--- src/design/pisp_pkg.sv ---
`timescale 1ns / 1ps
package pisp_pkg;

  localparam logic [7:0] CH_MINUS = 8'h2D;
  localparam logic [7:0] CH_B     = 8'h62;
  localparam logic [7:0] CH_ZERO  = 8'h30;
  localparam logic [7:0] CH_X     = 8'h78;
  localparam logic [7:0] CH_NINE  = 8'h39;
  localparam logic [7:0] CH_A     = 8'h41;
  localparam logic [7:0] CH_F     = 8'h46;

  localparam logic [1:0] RADIX_DEC = 2'd0;
  localparam logic [1:0] RADIX_BIN = 2'd1;
  localparam logic [1:0] RADIX_OCT = 2'd2;
  localparam logic [1:0] RADIX_HEX = 2'd3;

  localparam logic [1:0] ST_OK       = 2'd0;
  localparam logic [1:0] ST_NO_DIGIT = 2'd1;
  localparam logic [1:0] ST_BAD_CHAR = 2'd2;
  localparam logic [1:0] ST_OVERFLOW = 2'd3;

  localparam int CHAR_W  = 8;
  localparam int VALUE_W = 32;
  localparam int POS_W   = 8;
  localparam int QDEPTH  = 2;

  localparam logic signed [37:0] INT_MAX_EXT = 38'sd2147483647;
  localparam logic signed [37:0] INT_MIN_EXT = -38'sd2147483648;

  typedef struct packed {
    logic       is_minus;
    logic       is_b;
    logic       is_zero;
    logic       is_x;
    logic       is_digit;
    logic [3:0] digit;
    logic       last;
  } pisp_item_t;

  typedef struct packed {
    logic [1:0]         status;
    logic [VALUE_W-1:0] value;
    logic [POS_W-1:0]   error_position;
  } pisp_result_t;

endpackage

--- src/design/pisp_queue.sv ---
`timescale 1ns / 1ps
module pisp_queue #(
  parameter int W
) (
  input  logic         clk,
  input  logic         rst_n,
  input  logic         wr_en,
  input  logic [W-1:0] wr_data,
  output logic         full,
  input  logic         rd_en,
  output logic [W-1:0] rd_data,
  output logic         empty
);
  import pisp_pkg::*;

  localparam int PTR_W = (QDEPTH > 1) ? $clog2(QDEPTH) : 1;
  localparam int CNT_W = $clog2(QDEPTH + 1);
  localparam logic [PTR_W-1:0] PTR_LAST = PTR_W'(QDEPTH - 1);
  localparam logic [CNT_W-1:0] CNT_FULL = CNT_W'(QDEPTH);

  logic [W-1:0]     mem_r [QDEPTH];
  logic [PTR_W-1:0] wr_ptr_r, wr_ptr_nxt;
  logic [PTR_W-1:0] rd_ptr_r, rd_ptr_nxt;
  logic [CNT_W-1:0] cnt_r, cnt_nxt;
  logic             do_wr, do_rd;

  assign full    = (cnt_r == CNT_FULL);
  assign empty   = (cnt_r == '0);
  assign rd_data = mem_r[rd_ptr_r];
  assign do_wr   = wr_en && !full;
  assign do_rd   = rd_en && !empty;

  always_comb begin
    wr_ptr_nxt = wr_ptr_r;
    rd_ptr_nxt = rd_ptr_r;
    cnt_nxt    = cnt_r;
    if (do_wr) begin
      wr_ptr_nxt = (wr_ptr_r == PTR_LAST) ? '0 : wr_ptr_r + 1'b1;
    end
    if (do_rd) begin
      rd_ptr_nxt = (rd_ptr_r == PTR_LAST) ? '0 : rd_ptr_r + 1'b1;
    end
    if (do_wr && !do_rd) begin
      cnt_nxt = cnt_r + 1'b1;
    end else if (do_rd && !do_wr) begin
      cnt_nxt = cnt_r - 1'b1;
    end
  end

  always_ff @(posedge clk) begin
    if (!rst_n) begin
      wr_ptr_r <= '0;
      rd_ptr_r <= '0;
      cnt_r    <= '0;
    end else begin
      wr_ptr_r <= wr_ptr_nxt;
      rd_ptr_r <= rd_ptr_nxt;
      cnt_r    <= cnt_nxt;
    end
  end

  always_ff @(posedge clk) begin
    if (do_wr) begin
      mem_r[wr_ptr_r] <= wr_data;
    end
  end

endmodule

--- src/design/pisp_front.sv ---
`timescale 1ns / 1ps
module pisp_front (
  input  logic [pisp_pkg::CHAR_W-1:0] character,
  input  logic                        last,
  output pisp_pkg::pisp_item_t        item
);
  import pisp_pkg::*;

  logic is_dec, is_hex;

  assign is_dec = (character inside {[CH_ZERO:CH_NINE]});
  assign is_hex = (character inside {[CH_A:CH_F]});

  always_comb begin
    item.is_minus = (character == CH_MINUS);
    item.is_b     = (character == CH_B);
    item.is_zero  = (character == CH_ZERO);
    item.is_x     = (character == CH_X);
    item.is_digit = is_dec || is_hex;
    item.last     = last;
    if (is_dec) begin
      item.digit = 4'(character - CH_ZERO);
    end else if (is_hex) begin
      item.digit = 4'(character - CH_A + 8'd10);
    end else begin
      item.digit = 4'd0;
    end
  end

endmodule

--- src/design/pisp_back.sv ---
`timescale 1ns / 1ps
module pisp_back #(
  parameter int IDX_LIMIT
) (
  input  logic                   clk,
  input  logic                   rst_n,
  input  pisp_pkg::pisp_item_t   item,
  input  logic                   item_valid,
  output logic                   item_take,
  output pisp_pkg::pisp_result_t result,
  output logic                   result_push,
  input  logic                   result_full
);
  import pisp_pkg::*;

  localparam int IDX_W = (IDX_LIMIT > 0) ? $clog2(IDX_LIMIT + 1) : 1;
  localparam logic [IDX_W-1:0] IDX_MAX = IDX_W'(IDX_LIMIT);

  localparam logic [1:0] PH_START  = 2'd0;
  localparam logic [1:0] PH_PREFIX = 2'd1;
  localparam logic [1:0] PH_ZERO   = 2'd2;
  localparam logic [1:0] PH_DIGITS = 2'd3;

  logic [1:0]         phase_r, phase_nxt;
  logic               neg_r, neg_nxt;
  logic [1:0]         radix_r, radix_nxt;
  logic [VALUE_W-1:0] acc_r, acc_nxt;
  logic               seen_r, seen_nxt;
  logic               bad_r, bad_nxt;
  logic               ovf_r, ovf_nxt;
  logic [IDX_W-1:0]   idx_r, idx_nxt;
  logic [IDX_W-1:0]   bad_idx_r, bad_idx_nxt;

  logic               pfx, take, valid;
  logic signed [37:0] acc_ext, prod, sum;

  assign item_take   = item_valid && !(item.last && result_full);
  assign result_push = item_take && item.last;
  assign acc_ext     = 38'(signed'(acc_r));

  always_comb begin
    phase_nxt   = phase_r;
    neg_nxt     = neg_r;
    radix_nxt   = radix_r;
    acc_nxt     = acc_r;
    seen_nxt    = seen_r;
    bad_nxt     = bad_r;
    ovf_nxt     = ovf_r;
    idx_nxt     = idx_r;
    bad_idx_nxt = bad_idx_r;
    pfx         = 1'b0;
    take        = 1'b0;
    valid       = 1'b0;
    prod        = '0;
    sum         = '0;

    case (phase_r)
      PH_START: begin
        if (item.is_minus) begin
          neg_nxt   = 1'b1;
          phase_nxt = PH_PREFIX;
        end else begin
          pfx = 1'b1;
        end
      end
      PH_PREFIX: begin
        pfx = 1'b1;
      end
      PH_ZERO: begin
        phase_nxt = PH_DIGITS;
        if (item.is_x) begin
          radix_nxt = RADIX_HEX;
          seen_nxt  = 1'b0;
        end else begin
          radix_nxt = RADIX_OCT;
          take      = 1'b1;
        end
      end
      default: begin
        take = 1'b1;
      end
    endcase

    if (pfx) begin
      if (item.is_b) begin
        radix_nxt = RADIX_BIN;
        phase_nxt = PH_DIGITS;
      end else if (item.is_zero) begin
        radix_nxt = RADIX_OCT;
        seen_nxt  = 1'b1;
        acc_nxt   = '0;
        phase_nxt = PH_ZERO;
      end else begin
        radix_nxt = RADIX_DEC;
        phase_nxt = PH_DIGITS;
        take      = 1'b1;
      end
    end

    case (radix_nxt)
      RADIX_BIN: begin
        valid = item.is_digit && (item.digit < 4'd2);
        prod  = acc_ext <<< 1;
      end
      RADIX_OCT: begin
        valid = item.is_digit && (item.digit < 4'd8);
        prod  = acc_ext <<< 3;
      end
      RADIX_HEX: begin
        valid = item.is_digit;
        prod  = acc_ext <<< 4;
      end
      default: begin
        valid = item.is_digit && (item.digit <= 4'd9);
        prod  = (acc_ext <<< 3) + (acc_ext <<< 1);
      end
    endcase
    sum = neg_nxt ? prod - 38'(item.digit) : prod + 38'(item.digit);

    if (take) begin
      if (!valid) begin
        if (!bad_r) begin
          bad_nxt     = 1'b1;
          bad_idx_nxt = idx_r;
        end
      end else begin
        seen_nxt = 1'b1;
        if (!bad_r && !ovf_r) begin
          if (sum > INT_MAX_EXT || sum < INT_MIN_EXT) begin
            ovf_nxt = 1'b1;
          end else begin
            acc_nxt = sum[VALUE_W-1:0];
          end
        end
      end
    end

    if (idx_r < IDX_MAX) begin
      idx_nxt = idx_r + 1'b1;
    end

    result.value          = '0;
    result.error_position = '0;
    if (bad_nxt) begin
      result.status         = ST_BAD_CHAR;
      result.error_position = POS_W'(bad_idx_nxt);
    end else if (!seen_nxt) begin
      result.status = ST_NO_DIGIT;
    end else if (ovf_nxt) begin
      result.status = ST_OVERFLOW;
    end else begin
      result.status = ST_OK;
      result.value  = acc_nxt;
    end

    if (item.last) begin
      phase_nxt   = PH_START;
      neg_nxt     = 1'b0;
      radix_nxt   = RADIX_DEC;
      acc_nxt     = '0;
      seen_nxt    = 1'b0;
      bad_nxt     = 1'b0;
      ovf_nxt     = 1'b0;
      idx_nxt     = '0;
      bad_idx_nxt = '0;
    end
  end

  always_ff @(posedge clk) begin
    if (!rst_n) begin
      phase_r   <= PH_START;
      neg_r     <= 1'b0;
      radix_r   <= RADIX_DEC;
      acc_r     <= '0;
      seen_r    <= 1'b0;
      bad_r     <= 1'b0;
      ovf_r     <= 1'b0;
      idx_r     <= '0;
      bad_idx_r <= '0;
    end else if (item_take) begin
      phase_r   <= phase_nxt;
      neg_r     <= neg_nxt;
      radix_r   <= radix_nxt;
      acc_r     <= acc_nxt;
      seen_r    <= seen_nxt;
      bad_r     <= bad_nxt;
      ovf_r     <= ovf_nxt;
      idx_r     <= idx_nxt;
      bad_idx_r <= bad_idx_nxt;
    end
  end

`ifndef SYNTH
  // A finished string leaves the parser in its start state.
  a_reset_after_last: assert property (@(posedge clk) disable iff (!rst_n)
    result_push |=> (phase_r == PH_START) && !bad_r && !ovf_r && !seen_r && (idx_r == '0))
    else $error("parser state not cleared after last beat");

  // Once overflow is flagged the accumulator holds until the string ends.
  a_acc_frozen: assert property (@(posedge clk) disable iff (!rst_n)
    (ovf_r && !result_push) |=> $stable(acc_r))
    else $error("accumulator changed after overflow");

  // The first bad position never lies beyond the current index.
  a_bad_idx: assert property (@(posedge clk) disable iff (!rst_n)
    bad_r |-> (bad_idx_r <= idx_r))
    else $error("bad character index ahead of character index");

  // A binary or hex radix is only ever held in the digit-scanning phase.
  a_hex_phase: assert property (@(posedge clk) disable iff (!rst_n)
    (radix_r == RADIX_HEX || radix_r == RADIX_BIN) |-> (phase_r == PH_DIGITS))
    else $error("binary or hex radix outside digit phase");
`endif

endmodule

--- src/design/prefixed_integer_string_parser.sv ---
`timescale 1ns / 1ps
// Channel   Direction  Handshake             Fields
// in_       input      in_push / in_full     in_character[7:0], in_last
// out_      output     out_pop / out_empty   out_status[1:0], out_value[31:0],
//                                            out_error_position[7:0]
//
// One character beat is taken per cycle while in_full is low. A beat waits in
// the two-entry character queue, and the parser writes the result of a string
// straight into a two-entry result queue, whose head drives the out_ ports.
// Synchronous reset returns both queues to empty and the parser to the start
// of a string. A stalled result side blocks only beats with last set once the
// result queue is full; in_full rises when the character queue fills.
module prefixed_integer_string_parser #(
  parameter int MAX_LEN = 256
) (
  input  logic                         clk,
  input  logic                         rst_n,
  input  logic                         in_push,
  input  logic [pisp_pkg::CHAR_W-1:0]  in_character,
  input  logic                         in_last,
  output logic                         in_full,
  output logic                         out_empty,
  input  logic                         out_pop,
  output logic [1:0]                   out_status,
  output logic signed [pisp_pkg::VALUE_W-1:0] out_value,
  output logic [pisp_pkg::POS_W-1:0]   out_error_position
);
  import pisp_pkg::*;

  localparam int IDX_LIMIT = (MAX_LEN - 1 < 255) ? MAX_LEN - 1 : 255;
  localparam int ITEM_W    = $bits(pisp_item_t);
  localparam int RES_W     = $bits(pisp_result_t);

  pisp_item_t   cls_item, q_item;
  pisp_result_t res, q_res;
  logic         q_empty, item_take, res_push, res_full;

  pisp_front u_front (
    .character (in_character),
    .last      (in_last),
    .item      (cls_item)
  );

  pisp_queue #(.W(ITEM_W)) u_item_q (
    .clk     (clk),
    .rst_n   (rst_n),
    .wr_en   (in_push),
    .wr_data (cls_item),
    .full    (in_full),
    .rd_en   (item_take),
    .rd_data (q_item),
    .empty   (q_empty)
  );

  pisp_back #(.IDX_LIMIT(IDX_LIMIT)) u_back (
    .clk         (clk),
    .rst_n       (rst_n),
    .item        (q_item),
    .item_valid  (!q_empty),
    .item_take   (item_take),
    .result      (res),
    .result_push (res_push),
    .result_full (res_full)
  );

  pisp_queue #(.W(RES_W)) u_res_q (
    .clk     (clk),
    .rst_n   (rst_n),
    .wr_en   (res_push),
    .wr_data (res),
    .full    (res_full),
    .rd_en   (out_pop),
    .rd_data (q_res),
    .empty   (out_empty)
  );

  assign out_status         = q_res.status;
  assign out_value          = signed'(q_res.value);
  assign out_error_position = q_res.error_position;

endmodule

--- config.mk ---
export PLATFORM = sky130hd
export DESIGN_NAME = prefixed_integer_string_parser
export DESIGN_NICKNAME = d
export VERILOG_FILES = /design/src/design/pisp_pkg.sv /design/src/design/pisp_queue.sv /design/src/design/pisp_front.sv /design/src/design/pisp_back.sv /design/src/design/prefixed_integer_string_parser.sv
export SDC_FILE = /design/constraint.sdc
export NUM_CORES = 1
export LEC_CHECK = 0
export BUFFER_PORTS_ARGS = -buffer_cell sky130_fd_sc_hd__buf_2
export CAP_MARGIN = 25
export CORE_ASPECT_RATIO = 1.1
export CORE_MARGIN = 2
export CORE_UTILIZATION = 63
export DETAILED_ROUTE_END_ITERATION = 7
export GPL_TIMING_DRIVEN = 0
export PLACE_DENSITY = 0.82
export SLEW_MARGIN = 20
export SYNTH_ARGS = -nofsm -noshare
export SYNTH_HDL_FRONTEND = slang
export SYNTH_HIERARCHICAL = 1
export SYNTH_SLANG_ARGS = --single-unit
--- constraint.sdc ---
create_clock -name clk -period 8.11 [get_ports clk]
set_input_delay 1.2165 -clock clk [delete_from_list [all_inputs] [get_ports clk]]
set_output_delay 1.2165 -clock clk [all_outputs]
set_load 0.02 [all_outputs]
* After elaboration in Yosys (flattened, before gate mapping)
Memories as Yosys holds them, arrays and structs flattened. A register that Yosys moved wholly into a read port is not among the register bits. Cells that the tools add are included.
Cells by class: equality and inequality tests 12, magnitude comparators 10, reduce and logical (&&, ||, !) cells 40, multiplexer cells 80, add/subtract/negate cells 15
Operator list (count):
- $mux 32 | 11
- $pmux 38 s3 | 1
- $mux 8 | 7
- $add 38x4->38 | 1
- $gt 38x32->1 const B | 1
- $lt 38x32->1 const B | 1
- $mux 1 | 38
- $mux 38 | 1
- $sub 38x4->38 | 1
- $add 35x33->36 | 1
- $mux 2 | 16
- $logic_and 1x1->1 | 17
- $eq 8x6->1 const B | 2
- $eq 8x7->1 const B | 2
- $logic_not 1->1 | 11
- $eq 2x2->1 const B | 5
- $add 8x1->8 const B | 1
- $ge 8x6->1 const B | 1
- $ge 8x7->1 const B | 1
- $le 8x6->1 const B | 1
- $le 8x7->1 const B | 1
- $lt 8x8->1 const B | 1
- $mux 4 | 2
- $sub 4x1->4 const B | 2
- other kinds (19) | 31
Word-level totals: memories 2, register bits after elaboration 64, input port bits 13, output and inout port bits 44, RAM bits 104, logic and storage cells 174
Memory list:
- u_res_q.mem_r | words 2, width 42, rd ports 1, clocked after Yosys merged registers in 1, write ports 1, line pisp_queue.sv:21 | logic [W-1:0] mem_r [QDEPTH];
- u_item_q.mem_r | words 2, width 10, rd ports 1, clocked after Yosys merged registers in 1, write ports 1, line pisp_queue.sv:21

* Longest topological paths before layout
depth after elaboration 16, depth in mapped cells 30, depth with buffers taken out 28

* Cells and area by module
Netlist, hierarchy kept.
By module, submodules not included:
- pisp_back | times used 1, cells each 1056, seq. area each 1121.1 sq um, area an instance 7744.9 sq um
- pisp_queue at u_res_q | times used 1, cells each 156, seq. area each 2622.5 sq um, area an instance 3254.4 sq um
- pisp_queue at u_item_q | times used 1, cells each 57, seq. area each 700.7 sq um, area an instance 945.9 sq um
- pisp_front | times used 1, cells each 35, seq. area each 0.0 sq um, area an instance 275.3 sq um
- prefixed_integer_string_parser | times used 1, cells each 1, seq. area each 0.0 sq um, area an instance 3.8 sq um

* Least setup slack after synthesis
Ideal clock, no wire load.
kind flip-flop to flip-flop, from reg (tool-made name), to mem u_res_q/mem_r[0][20] in the netlist's numbering, data pin, setup slack 1765 ps, setup time 264 ps, arrival 6082 ps, data required time 7846 ps, stages on the path, launching flop included 26, clock period less this slack 6345 ps, path buffers 6, cell sequence dfxtp_1 > buf_2 > mux2_2 > nor2b_1 > a211oi_1 > a31o_2 > ha_1 > clkbuf_1 > clkbuf_1 > clkbuf_1 > a21oi_1 > ha_1 > a21o_1 > or4_1 > o211a_1 > o32a_1 > a31o_1 > a31oi_1 > xnor3_1 > or4b_1 > nand4b_4 > o22a_1 > buf_6 > buf_1 > nand3_1 > a21oi_2
RTL lines (line):
- end: declaration | pisp_queue.sv:21

==> flow_summary.html <==
<table>
<tr><th>Metric</th><th>Value</th></tr>
<tr><th colspan="2">Synth</th></tr>
<tr><td>Mapped Nets</td><td>1400</td></tr>
<tr><td>Post-synthesis register bit count</td><td>170</td></tr>
<tr><td>Predominant post-synthesis flop cell</td><td>edfxtp_1</td></tr>
<tr><td>Cell Area, Synth</td><td>12200 um^2</td></tr>
<tr><td>Number of distinct library cells after synthesis</td><td>94</td></tr>
<tr><td>Mean instance size in the synthesized netlist</td><td>9.37 um^2</td></tr>
<tr><td>Sequential fraction of the synthesis area</td><td>between 30% and 40%</td></tr>
<tr><td>Synth Instances</td><td>1305</td></tr>
<tr><td>Number of enable-type register cells in the synthesized netlist</td><td>104</td></tr>
<tr><td>Async set-reset flop share out of synthesis</td><td>0%</td></tr>
<tr><td>Total of warnings raised by yosys</td><td>6</td></tr>
<tr><th colspan="2">Clock tree</th></tr>
<tr><td>Num Clock Sinks</td><td>170</td></tr>
<tr><td>Max clock buf depth</td><td>2</td></tr>
<tr><td>Clock Pin Slew Worst Setup and Hold Paths</td><td>around 0.07 ns</td></tr>
<tr><td>Clock insertion delay at the later pin of the skew report</td><td>0.44 ns</td></tr>
<tr><td>Number of resized instances in the post-cts repair step</td><td>0</td></tr>
<tr><td>Count of hold buffers inserted by post-cts repair</td><td>0</td></tr>
<tr><td>Clock H-tree levels</td><td>4</td></tr>
<tr><td>Clock tree from TritonCTS</td><td>built</td></tr>
<tr><td>Clock root cell</td><td>clkbuf_16</td></tr>
<tr><td>Number of buffers created by CTS</td><td>17</td></tr>
<tr><td>Post-CTS Setup Inserts</td><td>0</td></tr>
<tr><th colspan="2">Floorplanning</th></tr>
<tr><td>Core outline area</td><td>19100 um^2</td></tr>
<tr><td>Overall die height</td><td>150 um</td></tr>
<tr><td>Starting density of the core</td><td>64.0%</td></tr>
<tr><td>Boundary pin count</td><td>57</td></tr>
<tr><td>DIE AREA</td><td>20500 um^2</td></tr>
<tr><td>Number of placement rows</td><td>53</td></tr>
<tr><td>Width of the die</td><td>137 um</td></tr>
<tr><th colspan="2">Layout</th></tr>
<tr><td>Diode count</td><td>0</td></tr>
<tr><td>Final std cell area, no fill</td><td>approximately 14000 um^2</td></tr>
<tr><td>Most common cell after layout, fill and taps aside</td><td>a21oi_1</td></tr>
<tr><td>Syn-to-layout area delta</td><td>10.6%</td></tr>
<tr><td>Layout Nets</td><td>1477</td></tr>
<tr><td>Fraction of final layout cells sized beyond drive strength 1</td><td>between 15 and 20%</td></tr>
<tr><td>Top library cells by usage in the layout, fill and taps aside</td><td>a21oi_1 (163), edfxtp_1 (104), nand2_1 (92)</td></tr>
<tr><th colspan="2">Drt</th></tr>
<tr><td>Total routed wirelength</td><td>33200 um</td></tr>
<tr><td>Detail-routed via count per cell</td><td>6.65</td></tr>
<tr><td>Routed length per placed instance</td><td>20.2 um</td></tr>
<tr><td>Number of DRC markers in iteration 0</td><td>1057</td></tr>
<tr><td>Via count</td><td>roughly 11000</td></tr>
<tr><td>Detailed Routing Iterations Pass 1</td><td>8</td></tr>
<tr><td>Detailed-route DRC error count</td><td>0</td></tr>
<tr><td>Post-route ant nets</td><td>0</td></tr>
<tr><th colspan="2">Timing</th></tr>
<tr><td>Setup slack of the critical path after layout</td><td>0.441 ns</td></tr>
<tr><td>Unrepaired setup endpoints after global routing</td><td>false</td></tr>
<tr><td>Final setup violation count</td><td>0</td></tr>
<tr><td>Total Neg Setup Slack</td><td>0 ns</td></tr>
<tr><td>Minimum period implied by the final worst setup slack</td><td>7.67 ns</td></tr>
<tr><td>Tightest Pin Transition</td><td>0.936 ns</td></tr>
<tr><td>Max-slew headroom</td><td>37.4%</td></tr>
<tr><td>Slew Limit Fails</td><td>0</td></tr>
<tr><td>Hold Slack</td><td>0.515 ns</td></tr>
<tr><td>Layout Skew</td><td>0.00831 ns</td></tr>
<tr><td>Endpoints failing hold</td><td>0</td></tr>
<tr><td>Highest achievable clock rate</td><td>130 MHz</td></tr>
<tr><td>Share of the clock period used by the worst path</td><td>94.6%</td></tr>
<tr><th colspan="2">Status</th></tr>
<tr><td>Run status</td><td>finished, final reports clean</td></tr>
<tr><th colspan="2">Global routing</th></tr>
<tr><td>Wire length of the first global-routing pass</td><td>52000 um</td></tr>
<tr><td>Total gr overflow</td><td>0</td></tr>
<tr><td>Global-route usage over all layers</td><td>32.4%</td></tr>
<tr><td>Largest net degree at the start of global routing</td><td>30</td></tr>
<tr><td>Number of antenna violations at the first check in global routing</td><td>0</td></tr>
<tr><td>Vias in the first global route</td><td>10300</td></tr>
<tr><th colspan="2">Worst setup path</th></tr>
<tr><td>Critical path capture point type</td><td>register</td></tr>
<tr><td>Startpoint kind of the worst setup timing path</td><td>register</td></tr>
<tr><td>Data arrival time of the critical path</td><td>7.90 ns</td></tr>
<tr><td>Worst setup path category</td><td>register to register</td></tr>
<tr><td>Worst reg2reg path endpoint</td><td>u_res_q/mem_r[1][22]</td></tr>
<tr><td>Number of cells on the worst reg-to-reg path</td><td>23</td></tr>
<tr><td>Reg2reg setup slack</td><td>0.44 ns</td></tr>
<tr><td>Worst-path maximum fanout</td><td>10</td></tr>
<tr><td>Required time of the worst setup path</td><td>roughly 8.3 ns</td></tr>
<tr><th colspan="2">Hold path</th></tr>
<tr><td>Type of the worst min-delay path</td><td>register to register</td></tr>
<tr><td>Hold endpoint</td><td>u_item_q/rd_ptr_r</td></tr>
<tr><td>Worst Hold Launch</td><td>u_item_q/rd_ptr_r</td></tr>
<tr><td>Count of cells along the worst hold path</td><td>2</td></tr>
<tr><th colspan="2">Place</th></tr>
<tr><td>Half-perimeter wire length after placement</td><td>about 24000 um</td></tr>
<tr><td>Instance area at placement</td><td>approximately 13000 um^2</td></tr>
<tr><td>RD Place Congestion</td><td>0.994</td></tr>
<tr><td>Port Buffers</td><td>55</td></tr>
<tr><td>Dpl ws</td><td>0.160 ns</td></tr>
<tr><th colspan="2">Job</th></tr>
<tr><td>Max-capacitance violation count</td><td>0</td></tr>
</table>
layout make-up:
cell class	count	area, um^2
sequential	170	4440
clock buffer	20	479
buffer	67	298
fill	1461	5580
inverter	57	214
timing repair buffer	59	337
tap	247	309
multi-input combinational	1010	7290
clock inverter	12	144
registers in the layout (all words and copies together), names as in the netlist, 2 cells and up, named ones only:
signal / flops
u_back/bad_idx_r: 8
u_res_q/mem_r: 84
u_back/radix_r: 2
u_item_q/mem_r: 20
u_back/phase_r: 2
u_res_q/cnt_r: 2
u_item_q/cnt_r: 2
u_back/idx_r: 8
u_back/acc_r: 32
critical path, stage by stage, from the launching register on:
cell and delay [ns]:
dfxtp_1 0.31, buf_2 0.23, mux2_2 0.38, nor2b_1 0.18, a211oi_1 0.26, a31o_2 0.19
ha_1 0.16, clkbuf_1 0.39, clkbuf_2 0.36, clkbuf_1 0.46, o21ai_0 0.26, ha_1 0.30
a2111o_1 0.43, o21ai_1 0.38, o31ai_2 0.18, a2111oi_4 0.56, o41ai_2 0.20, and3_1 0.21
or4b_1 0.54, a31o_2 0.32, mux2i_4 0.28, o2111ai_2 0.24, buf_2 0.34, a21oi_2 0.29
kinds of logic (layout without fill, tap and decap cells):
group / after synthesis / in the layout / share of synthesized area, %
AO/OA/AOI/OAI: 436 / 436 / 24.4
AND/OR/NAND/NOR: 351 / 351 / 14.9
flip-flops: 170 / 170 / 36.4
buffers and inverters: 125 / 215 / 4.19
adder cells (fa/ha/maj): 82 / 82 / 8.52
XOR/XNOR: 73 / 73 / 5.34
multiplexers: 68 / 68 / 6.23
through the flow:
step	utilization, %	cells
6_report	70.8	1642
5_1_grt	70.8	1642
4_1_cts	70.7	1643
3_5_place_dp	67.5	1611
3_3_place_gp	67.1	1607
2_1_floorplan	-	1305
cells in the mapped netlist (all sizes together) (28+ instances only):
| library cell | n | share of area, % |
|---|---|---|
| nand3 | 39 | 1.6 |
| o21ai | 63 | 2.7 |
| xor2 | 31 | 2.2 |
| xnor2 | 41 | 2.9 |
| a21oi | 171 | 7.2 |
| clkbuf | 40 | 1.2 |
| nor2b | 28 | 1.4 |
| inv | 56 | 1.7 |
| mux2 | 55 | 5.1 |
| nor2 | 75 | 2.4 |
| nand2 | 92 | 2.8 |
| ha | 80 | 8.2 |
| dfxtp | 66 | 11 |
| edfxtp | 104 | 26 |
| a21o | 30 | 1.9 |
| buf | 28 | 1.2 |
per-layer routing:
layer,vias to the layer above,GRT usage [%],routed length (um)
met1,5186,40.2,13500
met3,101,6.20,2410
li1,5071,-,-
met5,-,0,0
met4,0,13.4,1140
met2,558,55.4,16200
worst max-delay path by stage:
stage / cells past startpoint / start / end / slack [ns]
2_1_floorplan: 25 / register / u_res_q/mem_r[0][20] / 1.76
3_3_place_gp: 24 / register / u_res_q/mem_r[0][8] / 0.18
3_5_place_dp: 24 / register / u_res_q/mem_r[0][8] / 0.16
4_1_cts: 24 / register / u_res_q/mem_r[1][8] / 0.11
5_1_grt: 27 / register / u_res_q/mem_r[1][22] / 0.12
6_report: 23 / register / u_res_q/mem_r[1][22] / 0.44
Power is not shown: default switching activity piles up to over one toggle a cycle in this logic, so the estimate is an artifact.
